$ cat src/hw/rtl/f14cc_pkg.sv
package f14cc_pkg;

    localparam int unsigned ValueW = 14;
    localparam int unsigned PartW  = 7;
    localparam int unsigned DataW  = 32;
    localparam int unsigned AddrW  = 3;

    localparam logic [ValueW-1:0] ValueMax  = 14'h3FFF;
    localparam logic [ValueW-1:0] HystReset = 14'd4;
    localparam logic [PartW-1:0]  CtrlHigh  = 7'h00;
    localparam logic [PartW-1:0]  CtrlLow   = 7'h20;

    // register index taken from paddr[2]
    localparam logic RegHysteresis = 1'b0;

    localparam logic OpSample = 1'b0;
    localparam logic OpPoll   = 1'b1;

    typedef struct packed {
        logic             has_hi;
        logic [PartW-1:0] hi;
        logic             has_lo;
        logic [PartW-1:0] lo;
    } t_job;

    typedef struct packed {
        logic full;
        logic empty;
    } t_q_stat;

endpackage

$ cat src/hw/rtl/f14cc_if.sv
interface f14cc_in_if;
    logic        valid;
    logic        ready;
    logic        op;
    logic [15:0] sample;
    logic        link_up;

    modport source (output valid, op, sample, link_up, input ready);
    modport sink (input valid, op, sample, link_up, output ready);
endinterface

interface f14cc_out_if;
    logic       valid;
    logic       ready;
    logic [6:0] controller;
    logic [6:0] cc_value;
    logic       last;

    modport source (output valid, controller, cc_value, last, input ready);
    modport sink (input valid, controller, cc_value, last, output ready);
endinterface

$ cat src/hw/rtl/f14cc_front.sv
module f14cc_front (
    input  logic                          i_clk,
    input  logic                          i_rst_n,
    f14cc_in_if.sink                      i_item,
    input  logic                          psel,
    input  logic                          penable,
    input  logic                          pwrite,
    input  logic [f14cc_pkg::AddrW-1:0]   paddr,
    input  logic [f14cc_pkg::DataW-1:0]   pwdata,
    output logic [f14cc_pkg::DataW-1:0]   prdata,
    output logic                          pready,
    input  f14cc_pkg::t_q_stat            i_q_stat,
    output logic                          o_push,
    output f14cc_pkg::t_job               o_push_job
);

    logic [f14cc_pkg::ValueW-1:0] r_hyst;
    logic [f14cc_pkg::ValueW-1:0] r_sent;
    logic                         r_sent_valid;
    logic [f14cc_pkg::PartW-1:0]  r_hi;
    logic                         r_hi_valid;
    logic [f14cc_pkg::PartW-1:0]  r_lo;
    logic                         r_lo_valid;
    logic                         r_link_was_up;

    logic                         accept;
    logic                         cfg_wr;
    logic [f14cc_pkg::ValueW-1:0] v;
    logic [f14cc_pkg::ValueW-1:0] moved;
    logic                         drop;
    logic [f14cc_pkg::PartW-1:0]  hi;
    logic [f14cc_pkg::PartW-1:0]  lo;
    logic                         send_hi;
    logic                         send_lo;
    logic                         take;
    logic                         forget;

    assign pready = 1'b1;
    assign cfg_wr = psel && penable && pwrite && (paddr[2] == f14cc_pkg::RegHysteresis);
    assign prdata = (paddr[2] == f14cc_pkg::RegHysteresis)
                    ? {{(f14cc_pkg::DataW - f14cc_pkg::ValueW){1'b0}}, r_hyst}
                    : '0;

    assign i_item.ready = !i_q_stat.full;
    assign accept       = i_item.valid && i_item.ready;

    assign v     = (|i_item.sample[15:14]) ? f14cc_pkg::ValueMax : i_item.sample[13:0];
    assign moved = (v >= r_sent) ? (v - r_sent) : (r_sent - v);
    assign drop  = r_sent_valid && (moved < r_hyst) && (v != '0) && (v != f14cc_pkg::ValueMax);

    assign hi      = v[13:7];
    assign lo      = v[6:0];
    assign send_hi = !r_hi_valid || (hi != r_hi);
    assign send_lo = !r_lo_valid || (lo != r_lo);

    assign take   = accept && (i_item.op == f14cc_pkg::OpSample) && !drop;
    assign forget = accept && (i_item.op == f14cc_pkg::OpPoll) && i_item.link_up
                    && !r_link_was_up;

    // suppressed while the link is down, state still moves
    assign o_push            = take && i_item.link_up && (send_hi || send_lo);
    assign o_push_job.has_hi = send_hi;
    assign o_push_job.hi     = hi;
    assign o_push_job.has_lo = send_lo;
    assign o_push_job.lo     = lo;

    always_ff @(posedge i_clk) begin
        if (!i_rst_n) begin
            r_hyst        <= f14cc_pkg::HystReset;
            r_sent_valid  <= 1'b0;
            r_hi_valid    <= 1'b0;
            r_lo_valid    <= 1'b0;
            r_link_was_up <= 1'b0;
        end else begin
            if (cfg_wr) begin
                r_hyst <= pwdata[f14cc_pkg::ValueW-1:0];
            end
            if (accept && (i_item.op == f14cc_pkg::OpPoll)) begin
                r_link_was_up <= i_item.link_up;
            end
            if (forget) begin
                r_sent_valid <= 1'b0;
                r_hi_valid   <= 1'b0;
                r_lo_valid   <= 1'b0;
            end else if (take) begin
                r_sent_valid <= 1'b1;
                r_hi_valid   <= 1'b1;
                r_lo_valid   <= 1'b1;
            end
        end
    end

    always_ff @(posedge i_clk) begin
        if (take) begin
            r_sent <= v;
            if (send_hi) begin
                r_hi <= hi;
            end
            if (send_lo) begin
                r_lo <= lo;
            end
        end
    end

endmodule

$ cat src/hw/rtl/f14cc_job_fifo.sv
module f14cc_job_fifo (
    input  logic                i_clk,
    input  logic                i_rst_n,
    input  logic                i_push,
    input  f14cc_pkg::t_job     i_push_job,
    input  logic                i_pop,
    output f14cc_pkg::t_job     o_head,
    output f14cc_pkg::t_q_stat  o_stat
);

    f14cc_pkg::t_job r_mem [2];
    logic            r_wr_ptr;
    logic            r_rd_ptr;
    logic [1:0]      r_count;
    logic [1:0]      n_count;

    assign o_head       = r_mem[r_rd_ptr];
    assign o_stat.full  = (r_count == 2'd2);
    assign o_stat.empty = (r_count == 2'd0);

    always_comb begin
        n_count = r_count;
        if (i_push && !i_pop) begin
            n_count = r_count + 2'd1;
        end else if (!i_push && i_pop) begin
            n_count = r_count - 2'd1;
        end
    end

    always_ff @(posedge i_clk) begin
        if (!i_rst_n) begin
            r_wr_ptr <= 1'b0;
            r_rd_ptr <= 1'b0;
            r_count  <= 2'd0;
        end else begin
            r_count <= n_count;
            if (i_push) begin
                r_wr_ptr <= !r_wr_ptr;
            end
            if (i_pop) begin
                r_rd_ptr <= !r_rd_ptr;
            end
        end
    end

    always_ff @(posedge i_clk) begin
        if (i_push) begin
            r_mem[r_wr_ptr] <= i_push_job;
        end
    end

endmodule

$ cat src/hw/rtl/f14cc_back.sv
module f14cc_back (
    input  logic                i_clk,
    input  logic                i_rst_n,
    input  f14cc_pkg::t_q_stat  i_q_stat,
    input  f14cc_pkg::t_job     i_head,
    output logic                o_pop,
    f14cc_out_if.source         o_msg
);

    f14cc_pkg::t_job             r_pend;
    logic                        r_pend_valid;
    logic                        r_out_valid;
    logic [f14cc_pkg::PartW-1:0] r_ctrl;
    logic [f14cc_pkg::PartW-1:0] r_val;
    logic                        r_last;

    logic                        load_msg;
    logic                        msg_last;

    assign o_msg.valid      = r_out_valid;
    assign o_msg.controller = r_ctrl;
    assign o_msg.cc_value   = r_val;
    assign o_msg.last       = r_last;

    // output slot free or being drained this cycle
    assign load_msg = r_pend_valid && (!r_out_valid || o_msg.ready);
    assign msg_last = !r_pend.has_hi || !r_pend.has_lo;
    assign o_pop    = !i_q_stat.empty && (!r_pend_valid || (load_msg && msg_last));

    always_ff @(posedge i_clk) begin
        if (!i_rst_n) begin
            r_pend_valid <= 1'b0;
            r_out_valid  <= 1'b0;
        end else begin
            if (o_pop) begin
                r_pend_valid <= 1'b1;
            end else if (load_msg && msg_last) begin
                r_pend_valid <= 1'b0;
            end
            if (load_msg) begin
                r_out_valid <= 1'b1;
            end else if (o_msg.ready) begin
                r_out_valid <= 1'b0;
            end
        end
    end

    always_ff @(posedge i_clk) begin
        if (o_pop) begin
            r_pend <= i_head;
        end else if (load_msg) begin
            r_pend.has_hi <= 1'b0;
        end
        if (load_msg) begin
            r_last <= msg_last;
            if (r_pend.has_hi) begin
                r_ctrl <= f14cc_pkg::CtrlHigh;
                r_val  <= r_pend.hi;
            end else begin
                r_ctrl <= f14cc_pkg::CtrlLow;
                r_val  <= r_pend.lo;
            end
        end
    end

endmodule

$ cat src/hw/rtl/fader_to_14bit_cc_filter_top.sv
// 14-bit fader to control-change sender with hysteresis.
// i_item carries fader samples (op 0) and link status polls (op 1); a transaction
// moves on valid && ready. o_msg carries control changes: controller 0 with the
// high seven bits, then controller 32 with the low seven bits, each only when it
// differs from the last one recorded; last marks the final message of a sample.
// the hysteresis register sits at apb address 0 (14 bits, reset value 4).
// the front accepts one transaction per cycle while its two-entry job queue has
// room; the back drains one message per cycle into a registered output while
// o_msg.ready is high. a sample passes through the job queue, the pending
// register and the output register before its first message is valid. polls,
// dropped samples and samples taken with the link down produce no message.
// when o_msg.ready is low the output holds, the queue fills and then
// i_item.ready drops; nothing is lost.
// synchronous reset empties the queue and output, forgets every stored value,
// clears the link history and restores the hysteresis to 4.
module fader_to_14bit_cc_filter_top (
    input  logic                          i_clk,
    input  logic                          i_rst_n,
    f14cc_in_if.sink                      i_item,
    f14cc_out_if.source                   o_msg,
    input  logic                          psel,
    input  logic                          penable,
    input  logic                          pwrite,
    input  logic [f14cc_pkg::AddrW-1:0]   paddr,
    input  logic [f14cc_pkg::DataW-1:0]   pwdata,
    output logic [f14cc_pkg::DataW-1:0]   prdata,
    output logic                          pready
);

    f14cc_pkg::t_q_stat q_stat;
    f14cc_pkg::t_job    push_job;
    f14cc_pkg::t_job    head;
    logic               push;
    logic               pop;

    f14cc_front u_front (
        .i_clk      (i_clk),
        .i_rst_n    (i_rst_n),
        .i_item     (i_item),
        .psel       (psel),
        .penable    (penable),
        .pwrite     (pwrite),
        .paddr      (paddr),
        .pwdata     (pwdata),
        .prdata     (prdata),
        .pready     (pready),
        .i_q_stat   (q_stat),
        .o_push     (push),
        .o_push_job (push_job)
    );

    f14cc_job_fifo u_fifo (
        .i_clk      (i_clk),
        .i_rst_n    (i_rst_n),
        .i_push     (push),
        .i_push_job (push_job),
        .i_pop      (pop),
        .o_head     (head),
        .o_stat     (q_stat)
    );

    f14cc_back u_back (
        .i_clk    (i_clk),
        .i_rst_n  (i_rst_n),
        .i_q_stat (q_stat),
        .i_head   (head),
        .o_pop    (pop),
        .o_msg    (o_msg)
    );

endmodule
$ cat src/flat_wrapper.sv
// flat-port wrapper written by rule: the top's interface ports become plain ports
module fader_to_14bit_cc_filter_top_flat 
  (i_clk, i_rst_n, psel, penable, pwrite, paddr, pwdata, prdata, pready, i_item_valid, i_item_op, i_item_sample, i_item_link_up, i_item_ready, o_msg_valid, o_msg_controller, o_msg_cc_value, o_msg_last, o_msg_ready);
  f14cc_in_if i_item_i ();
  f14cc_out_if o_msg_i ();
  input  logic i_clk;
  input  logic i_rst_n;
  input  logic psel;
  input  logic penable;
  input  logic pwrite;
  input  logic [f14cc_pkg::AddrW-1:0] paddr;
  input  logic [f14cc_pkg::DataW-1:0] pwdata;
  output logic [f14cc_pkg::DataW-1:0] prdata;
  output logic pready;
  input wire logic [$bits(i_item_i.valid)-1:0] i_item_valid;
  input wire logic [$bits(i_item_i.op)-1:0] i_item_op;
  input wire logic [$bits(i_item_i.sample)-1:0] i_item_sample;
  input wire logic [$bits(i_item_i.link_up)-1:0] i_item_link_up;
  output wire logic [$bits(i_item_i.ready)-1:0] i_item_ready;
  output wire logic [$bits(o_msg_i.valid)-1:0] o_msg_valid;
  output wire logic [$bits(o_msg_i.controller)-1:0] o_msg_controller;
  output wire logic [$bits(o_msg_i.cc_value)-1:0] o_msg_cc_value;
  output wire logic [$bits(o_msg_i.last)-1:0] o_msg_last;
  input wire logic [$bits(o_msg_i.ready)-1:0] o_msg_ready;
  assign i_item_i.valid = i_item_valid;
  assign i_item_i.op = i_item_op;
  assign i_item_i.sample = i_item_sample;
  assign i_item_i.link_up = i_item_link_up;
  assign i_item_ready = i_item_i.ready;
  assign o_msg_valid = o_msg_i.valid;
  assign o_msg_controller = o_msg_i.controller;
  assign o_msg_cc_value = o_msg_i.cc_value;
  assign o_msg_last = o_msg_i.last;
  assign o_msg_i.ready = o_msg_ready;
  fader_to_14bit_cc_filter_top u_core (.i_clk(i_clk), .i_rst_n(i_rst_n), .i_item(i_item_i), .o_msg(o_msg_i), .psel(psel), .penable(penable), .pwrite(pwrite), .paddr(paddr), .pwdata(pwdata), .prdata(prdata), .pready(pready));
endmodule
$ cat config.mk
export PLATFORM = sky130hd
export DESIGN_NAME = fader_to_14bit_cc_filter_top_flat
export DESIGN_NICKNAME = d
export VERILOG_FILES = /design/src/hw/rtl/f14cc_pkg.sv /design/src/hw/rtl/f14cc_if.sv /design/src/hw/rtl/f14cc_front.sv /design/src/hw/rtl/f14cc_job_fifo.sv /design/src/hw/rtl/f14cc_back.sv /design/src/hw/rtl/fader_to_14bit_cc_filter_top.sv /design/src/flat_wrapper.sv
export SDC_FILE = /design/constraint.sdc
export NUM_CORES = 1
export LEC_CHECK = 0
export BUFFER_PORTS_ARGS = -buffer_cell sky130_fd_sc_hd__buf_2
export CAP_MARGIN = 15
export CELL_PAD_IN_SITES_DETAIL_PLACEMENT = 1
export CELL_PAD_IN_SITES_GLOBAL_PLACEMENT = 1
export CORE_ASPECT_RATIO = 1.5
export CORE_MARGIN = 5
export CORE_UTILIZATION = 47
export DETAILED_ROUTE_END_ITERATION = 10
export GPL_TIMING_DRIVEN = 0
export PLACE_DENSITY_LB_ADDON = 0.1
export SYNTH_ARGS = -nofsm -noshare
export SYNTH_HDL_FRONTEND = slang
export SYNTH_SLANG_ARGS = --single-unit
$ cat constraint.sdc
create_clock -name i_clk -period 11.6 [get_ports i_clk]
set_clock_uncertainty 0.1 [all_clocks]
set_input_delay 0.58 -clock i_clk [delete_from_list [all_inputs] [get_ports i_clk]]
set_output_delay 0.58 -clock i_clk [all_outputs]
set_load 0.05 [all_outputs]
==> results.json, run 1 <==
{
  "io-pin-count": 110,
  "ys_seq_area_share_pct": 48.95,
  "period_share_pct": 51.57,
  "end_kind": "flip-flop",
  "max_slew_margin_pct": 49.79,
  "clock-sinks": 108,
  "ys_seq_elements": 108,
  "antenna_found_initial": 0,
  "final_cell_mix": "edfxtp_1, buf_2, nand2_1",
  "fin_crit_ns": 5.982,
  "seqPwrFrac_pct": 42.7,
  "yosysUniqueCellTypes": 68,
  "worstSetupPathType": "primary input to flip-flop",
  "die_y_um": 150.2,
  "first_pass_iters": 4,
  "seqCellArea_mm2": 0.003013,
  "hpwl_mm": 13.17,
  "setup_viol": 0,
  "cts_hold_buf": 0,
  "async_flop_share_pct": 0,
  "worstMarginPinSlew_ns": 0.7531,
  "layout.cells.most_common": "edfxtp_1",
  "vdd.ir_drop.worst_uv": 83.54,
  "ys.flop_type": "edfxtp_1",
  "die_x_um": 103.4,
  "clockBufferDepth": 2,
  "synth_top_area_share_pct": 41.47,
  "wl_per_cell_um": 19.51,
  "numCtsBuffers": 9,
  "wl_mm": 16.50,
  "postRouteAntennaNets": 0,
  "switching_share_pct": 35.07,
  "p_int_uw": 782.9,
  "multi_input_area_mm2": 0.002738,
  "grt_max_degree": 21,
  "cts_tree": "done",
  "rows": 51,
  "drt_iter0_drc": 238,
  "power_density_mw_per_mm2": 170.4,
  "hp-class": "primary input to flip-flop",
  "synth_warnings": 0,
  "drive_gt1_share_pct": 22.27,
  "crit_required_ns": 11.48,
  "pwr-share-comb_pct": 31.3,
  "cts_max_level": 3,
  "grtUsageTotal_pct": 21.87,
  "fillCellCount": 1475,
  "cp_data_arrival_time_ns": 5.87,
  "rrSetupSlack_ns": 6.29,
  "status": "finished clean",
  "synth-edff-count": 85,
  "final_nets": 782,
  "crit_path_max_fanout": 16,
  "slew_violations": 0,
  "gp_congestion": 0.8870,
  "clkSlewWorstSetupHoldPaths_ns": 0.08,
  "synth.avg_cell_area_um2": 10.56,
  "cts_root_buffer": "clkbuf_16",
  "synthTopCellsByArea": "edfxtp_1, ha_1, dfxtp_1",
  "grt_pass1_vias": 5020,
  "fp.coreArea_mm2": 0.01289,
  "grt_pass1_wl_mm": 25.62,
  "dieArea_mm2": 0.01553,
  "globalRouteOverflowTotal": 0,
  "holdWs_ns": 0.3420,
  "cp-start-kind": "primary input",
  "clock_latency_ns": 0.36,
  "syn_inst": 583,
  "start_util_pct": 47.75,
  "cap_violations": 0,
  "cts.repair.resized": 0,
  "finalWorstSetupSlack_ns": 5.618,
  "syn_to_final_growth_pct": 15.00,
  "p_leak_uw": 0.002933,
  "post_cts_buffers": 0,
  "rsz0062_at_grt": "false",
  "portBuffers": 64,
  "clock.fmax_ghz": 0.1672,
  "switchingPower_uw": 422.9,
  "syn_area_mm2": 0.006155,
  "viasPerCell": 5.482,
  "hold_viol_final": 0,
  "drc_errors": 0,
  "yosys.area.top_type": "edfxtp_1",
  "num_antenna_cells": 0,
  "vias": 4638,
  "fin_util_pct": 54.91,
  "dp_slack_ns": 5.198,
  "clockPowerShare_pct": 25.9,
  "tns_ns": 0
}
final timing paths:
| kind | end | cells past startpoint | from |
|---|---|---|---|
| max | u_core.u_fifo.r_mem[1][8]$_DFFE_PP_ | 19 | i_item_sample[14] |
| min | u_core.u_front.r_hyst[2]$_SDFFE_PN1P_ | 3 | pwdata[2] |
| max reg2reg | u_core.u_fifo.r_mem[1][8]$_DFFE_PP_ | 17 | u_core.u_front.r_sent[0]$_DFFE_PP_ |
| min reg2reg | u_core.u_front.r_hyst[7]$_SDFFE_PN0P_ | 2 | u_core.u_front.r_hyst[7]$_SDFFE_PN0P_ |
power groups by stage:
stage                     Sequential, uW  Clock [uW]  Combinational (uW)
after CTS                            517         319                 383
after floorplan                      556           0                 243
after global routing                 520         336                 412
after detailed placement             526           0                 380
final                                515         312                 378
after global placement               520           0                 360
cells by family (layout without fill, tap and decap cells):
family | count (synthesis) | in the layout | synth area share [%]
simple gates | 168 | 168 | 13.93
xor+xnor | 22 | 22 | 3.131
flops | 108 | 108 | 48.95
fa+ha+maj | 40 | 40 | 8.254
buf+inv | 99 | 180 | 8.050
compound gates | 114 | 114 | 12.24
mux | 30 | 30 | 5.326
other cells | 2 | 25 | 0.1220
through the flow:
stage	std cells	power, uW	instance area [um^2]
floorplan	606	798.7	6241
global placement	829	880.4	6760
detailed placement	830	905.9	6777
CTS	846	1219	7078
global route	846	1268	7078
finish	846	1206	7078
Yosys cell counts (all sizes together), types with 13 or more instances:
master	n
or3	16
o21ai	20
dfxtp	23
buf	36
inv	53
nor2	36
ha	39
nand2	54
xor2	13
edfxtp	85
mux2	22
a21oi	42
worst max-delay path: stages:
cell       delay [ns]
buf_2            0.15
clkbuf_1         0.24
or3_1            0.49
ha_1             0.48
nand2_2          0.11
or3_1            0.41
a211oi_2         0.27
o32ai_1          0.16
buf_4            0.22
buf_6            0.16
o31ai_2          0.21
xnor2_1          0.17
ha_1             0.32
nand4_1          0.09
or3_1            0.36
a2111oi_0        0.38
nor3_1           0.21
nor2_2           0.21
and2_1           0.64
final cells by class:
type,count,area share (%)
Sequential cell,108,42.57
Clock buffer,10,3.376
Timing Repair Buffer,65,4.684
Multi-Input combinational cell,399,38.68
Buffer,46,4.189
Clock inverter,6,0.8839
Tap cell,159,2.811
Inverter,53,2.811
flip-flops by register name, indices dropped and copies added (netlist names), named ones only:
| name | cells |
|---|---|
| u_core.u_back.o_msg.cc_value | 7 |
| u_core.u_back.o_msg.controller | 1 |
| u_core.u_back.o_msg.last | 1 |
| u_core.u_back.o_msg.valid | 1 |
| u_core.u_back.r_pend | 16 |
| u_core.u_back.r_pend_valid | 1 |
| u_core.u_fifo.r_count | 2 |
| u_core.u_fifo.r_mem | 32 |
| u_core.u_fifo.r_rd_ptr | 1 |
| u_core.u_fifo.r_wr_ptr | 1 |
| u_core.u_front.r_hi | 7 |
| u_core.u_front.r_hyst | 14 |
| u_core.u_front.r_link_was_up | 1 |
| u_core.u_front.r_lo | 7 |
| u_core.u_front.r_sent | 14 |
| u_core.u_front.r_sent_valid | 1 |
layer usage:
layer,GRT usage [%],part of all wire [%],vias to the layer above
li1,-,-,2232
met1,22.24,35,2257
met2,42.18,57,107
met3,3.106,3.2,42
met4,10.11,4.4,0
met5,0,0,-
Power figures use the tool's default switching activity.
==> inputs of run 2 (changes only) <==
--- a/config.mk
+++ b/config.mk
@@ -11,7 +11,7 @@
 export CELL_PAD_IN_SITES_GLOBAL_PLACEMENT = 1
 export CORE_ASPECT_RATIO = 1.5
 export CORE_MARGIN = 5
-export CORE_UTILIZATION = 47
+export CORE_UTILIZATION = 44
 export DETAILED_ROUTE_END_ITERATION = 10
 export GPL_TIMING_DRIVEN = 0
 export PLACE_DENSITY_LB_ADDON = 0.1
==> constraint.sdc (replaced) <==
create_clock -name i_clk -period 6.2 [get_ports i_clk]
set_clock_uncertainty 0.1 [all_clocks]
set_input_delay 0.31 -clock i_clk [delete_from_list [all_inputs] [get_ports i_clk]]
set_output_delay 0.31 -clock i_clk [all_outputs]
set_load 0.05 [all_outputs]
==> run 2 against run 1 <==
Compared with the run above:
- global-route usage is 2.8 points lower
- critical path depth is 2 higher
- worst setup slack worse by 5.2 ns
- first-iteration DRC count is 36% lower
- largest cell class unchanged
==> results.json, run 2 (same netlist as run 1, synthesis figures left out) <==
{
  "worst_r2r_endpoint": "u_core.u_fifo.r_count[1]$_SDFFE_PN0P_",
  "layout.cells.non_filler": 852,
  "fin_util_pct": 51.11,
  "pwr-share-comb_pct": 31.4,
  "numCtsBuffers": 9,
  "finalWorstSetupSlack_ns": 0.4408,
  "use_met1_pct": 19.66,
  "fp.coreArea_mm2": 0.01386,
  "crit_path_max_fanout": 10,
  "cp-start-kind": "primary input",
  "dpl.cell_count": 836,
  "num_antenna_cells": 0,
  "wl_mm": 15.45,
  "power_density_mw_per_mm2": 314.2,
  "cts_tree": "done",
  "wl_per_cell_um": 18.13,
  "p_int_uw": 1461,
  "dp_slack_ns": -0.08943,
  "grt_pass1_wl_mm": 24.58,
  "hold_viol_final": 0,
  "layout.cells.most_common": "edfxtp_1",
  "cts_root_buffer": "clkbuf_16",
  "drive_gt1_share_pct": 22.42,
  "worstMarginPinSlew_ns": 0.6035,
  "first_pass_iters": 4,
  "total_power_uw": 2225,
  "setup_viol": 0,
  "holdPathEnd": "u_core.u_front.r_hyst[2]$_SDFFE_PN1P_",
  "met2_usage_pct": 36.67,
  "p_leak_uw": 0.002934,
  "switching_share_pct": 34.34,
  "drt_iter0_drc": 153,
  "max_slew_margin_pct": 59.40,
  "period_share_pct": 92.89,
  "hp-class": "primary input to flip-flop",
  "clock.fmax_ghz": 0.1736,
  "fin_crit_ns": 5.759,
  "syn_to_final_growth_pct": 15.08,
  "worstSetupPathType": "primary input to flip-flop",
  "holdWs_ns": 0.08165,
  "globalRouteOverflowTotal": 0,
  "largestRegisters": "u_core.u_fifo.r_mem x32, u_core.u_back.r_pend x16",
  "hpwl_mm": 12.47,
  "worst_r2r_startpoint": "u_core.u_front.r_sent[4]$_DFFE_PP_",
  "rrSetupSlack_ns": 0.82,
  "fillCellCount": 1613,
  "clockBufferDepth": 2,
  "final_nets": 782,
  "die_x_um": 106.6,
  "hp-start": "pwdata[2]",
  "slew_violations": 0,
  "grt-busiest-layer": "met2",
  "viasPerCell": 5.297,
  "clock-sinks": 108,
  "end_kind": "flip-flop",
  "clockPowerShare_pct": 25.5,
  "crit_required_ns": 6.38,
  "cts_max_level": 3,
  "rsz0062_at_grt": "false",
  "gp_congestion": 0.8507,
  "clock_latency_ns": 0.35,
  "vias": 4513,
  "top_register": "u_core.u_fifo.r_mem",
  "clkSlewWorstSetupHoldPaths_ns": 0.08,
  "switchingPower_uw": 764.2,
  "final_cell_mix": "edfxtp_1, buf_2, nand2_1",
  "die_y_um": 154.9,
  "grt_max_degree": 20,
  "grt_util_met3_pct": 2.615,
  "hold_depth": 3,
  "antenna_found_initial": 0,
  "vdd.ir_drop.worst_uv": 135.4,
  "drc_errors": 0,
  "dieArea_mm2": 0.01650,
  "portBuffers": 64,
  "rows": 53,
  "postRouteAntennaNets": 0,
  "io-pin-count": 110,
  "post_cts_buffers": 0,
  "rr_worst_depth": 20,
  "start_util_pct": 44.41,
  "cp_data_arrival_time_ns": 5.94,
  "seqPwrFrac_pct": 43.1,
  "grtUsageTotal_pct": 19.06,
  "largest_reg_flops": 32,
  "grt_pass1_vias": 4919,
  "status": "finished clean",
  "cap_violations": 0
}
-- run 2: changes by cell type in the layout (fill, tap and decap cells not counted) --
cell	delta
and2_2	+1
a2111oi_1	+1
and2_1	-1
inv_6	-3
a2111oi_0	-1
inv_4	+2
clkinv_4	+1
-- run 2: worst max path at each step --
| stage | cells after the start | end | slack [ns] | start |
|---|---|---|---|---|
| after floorplan | 18 | u_core.u_fifo.r_mem[0][0]$_DFFE_PP_ | 0.74 | i_item_sample[15] |
| after global placement | 19 | u_core.u_fifo.r_mem[0][0]$_DFFE_PP_ | -0.89 | i_item_sample[14] |
| after detailed placement | 20 | u_core.u_fifo.r_mem[1][2]$_DFFE_PP_ | -0.09 | i_item_sample[14] |
| after CTS | 19 | u_core.u_fifo.r_mem[1][8]$_DFFE_PP_ | 0.26 | i_item_sample[14] |
| after global routing | 22 | u_core.u_fifo.r_count[1]$_SDFFE_PN0P_ | 0.02 | i_item_sample[14] |
| final | 21 | u_core.u_fifo.r_count[1]$_SDFFE_PN0P_ | 0.44 | i_item_sample[14] |
-- run 2: worst max-delay path: stages --
cell and delay, ns:
buf_2 0.14, clkbuf_1 0.23, or3_1 0.53, ha_1 0.41, a21oi_1 0.26, nand2_1 0.09
a31o_1 0.22, o32ai_1 0.45, buf_4 0.30, buf_6 0.18, a31oi_1 0.11, xor2_1 0.17
ha_1 0.33, nand4_1 0.09, or3_1 0.37, a2111oi_1 0.48, nor3_1 0.21, nor2_2 0.22
ha_1 0.29, or3_1 0.38, a21oi_1 0.15
-- run 2: stage by stage --
stage	TNS, ns	area (um^2)
floorplan	0	6241
global placement	-14.50	6768
detailed placement	-1.403	6784
CTS	0	7081
global route	0	7083
finish	0	7083
-- run 2: timing repair --
item	CTS	global route
hold buffers	0	0
endpoints found under the setup margin	0	31
gates resized for setup	0	2
-- run 2: per-layer routing --
| metal | up-vias | routed length, um |
|---|---|---|
| met5 | - | 0 |
| met4 | 0 | 716 |
| met2 | 100 | 8598 |
| met1 | 2156 | 5645 |
| li1 | 2222 | - |
| met3 | 35 | 491 |
-- run 2: power by group through the flow --
stage | sequential [uW] | combinational [uW] | clock [uW]
2_1_floorplan | 1040 | 454 | 0
3_3_place_gp | 973 | 674 | 0
3_5_place_dp | 979 | 702 | 0
4_1_cts | 962 | 708 | 584
5_1_grt | 968 | 764 | 614
6_report | 960 | 699 | 567
-- run 2: cell type report --
cell class                      count  area [um^2]  area share, %
Inverter                           53        198.9          2.809
Clock buffer                       10        239.0          3.374
Multi-Input combinational cell    399         2740          38.69
Tap cell                          165        206.4          2.915
Buffer                             46        296.5          4.187
Sequential cell                   108         3013          42.54
Timing Repair Buffer               65        331.6          4.681
Clock inverter                      6        57.56         0.8126
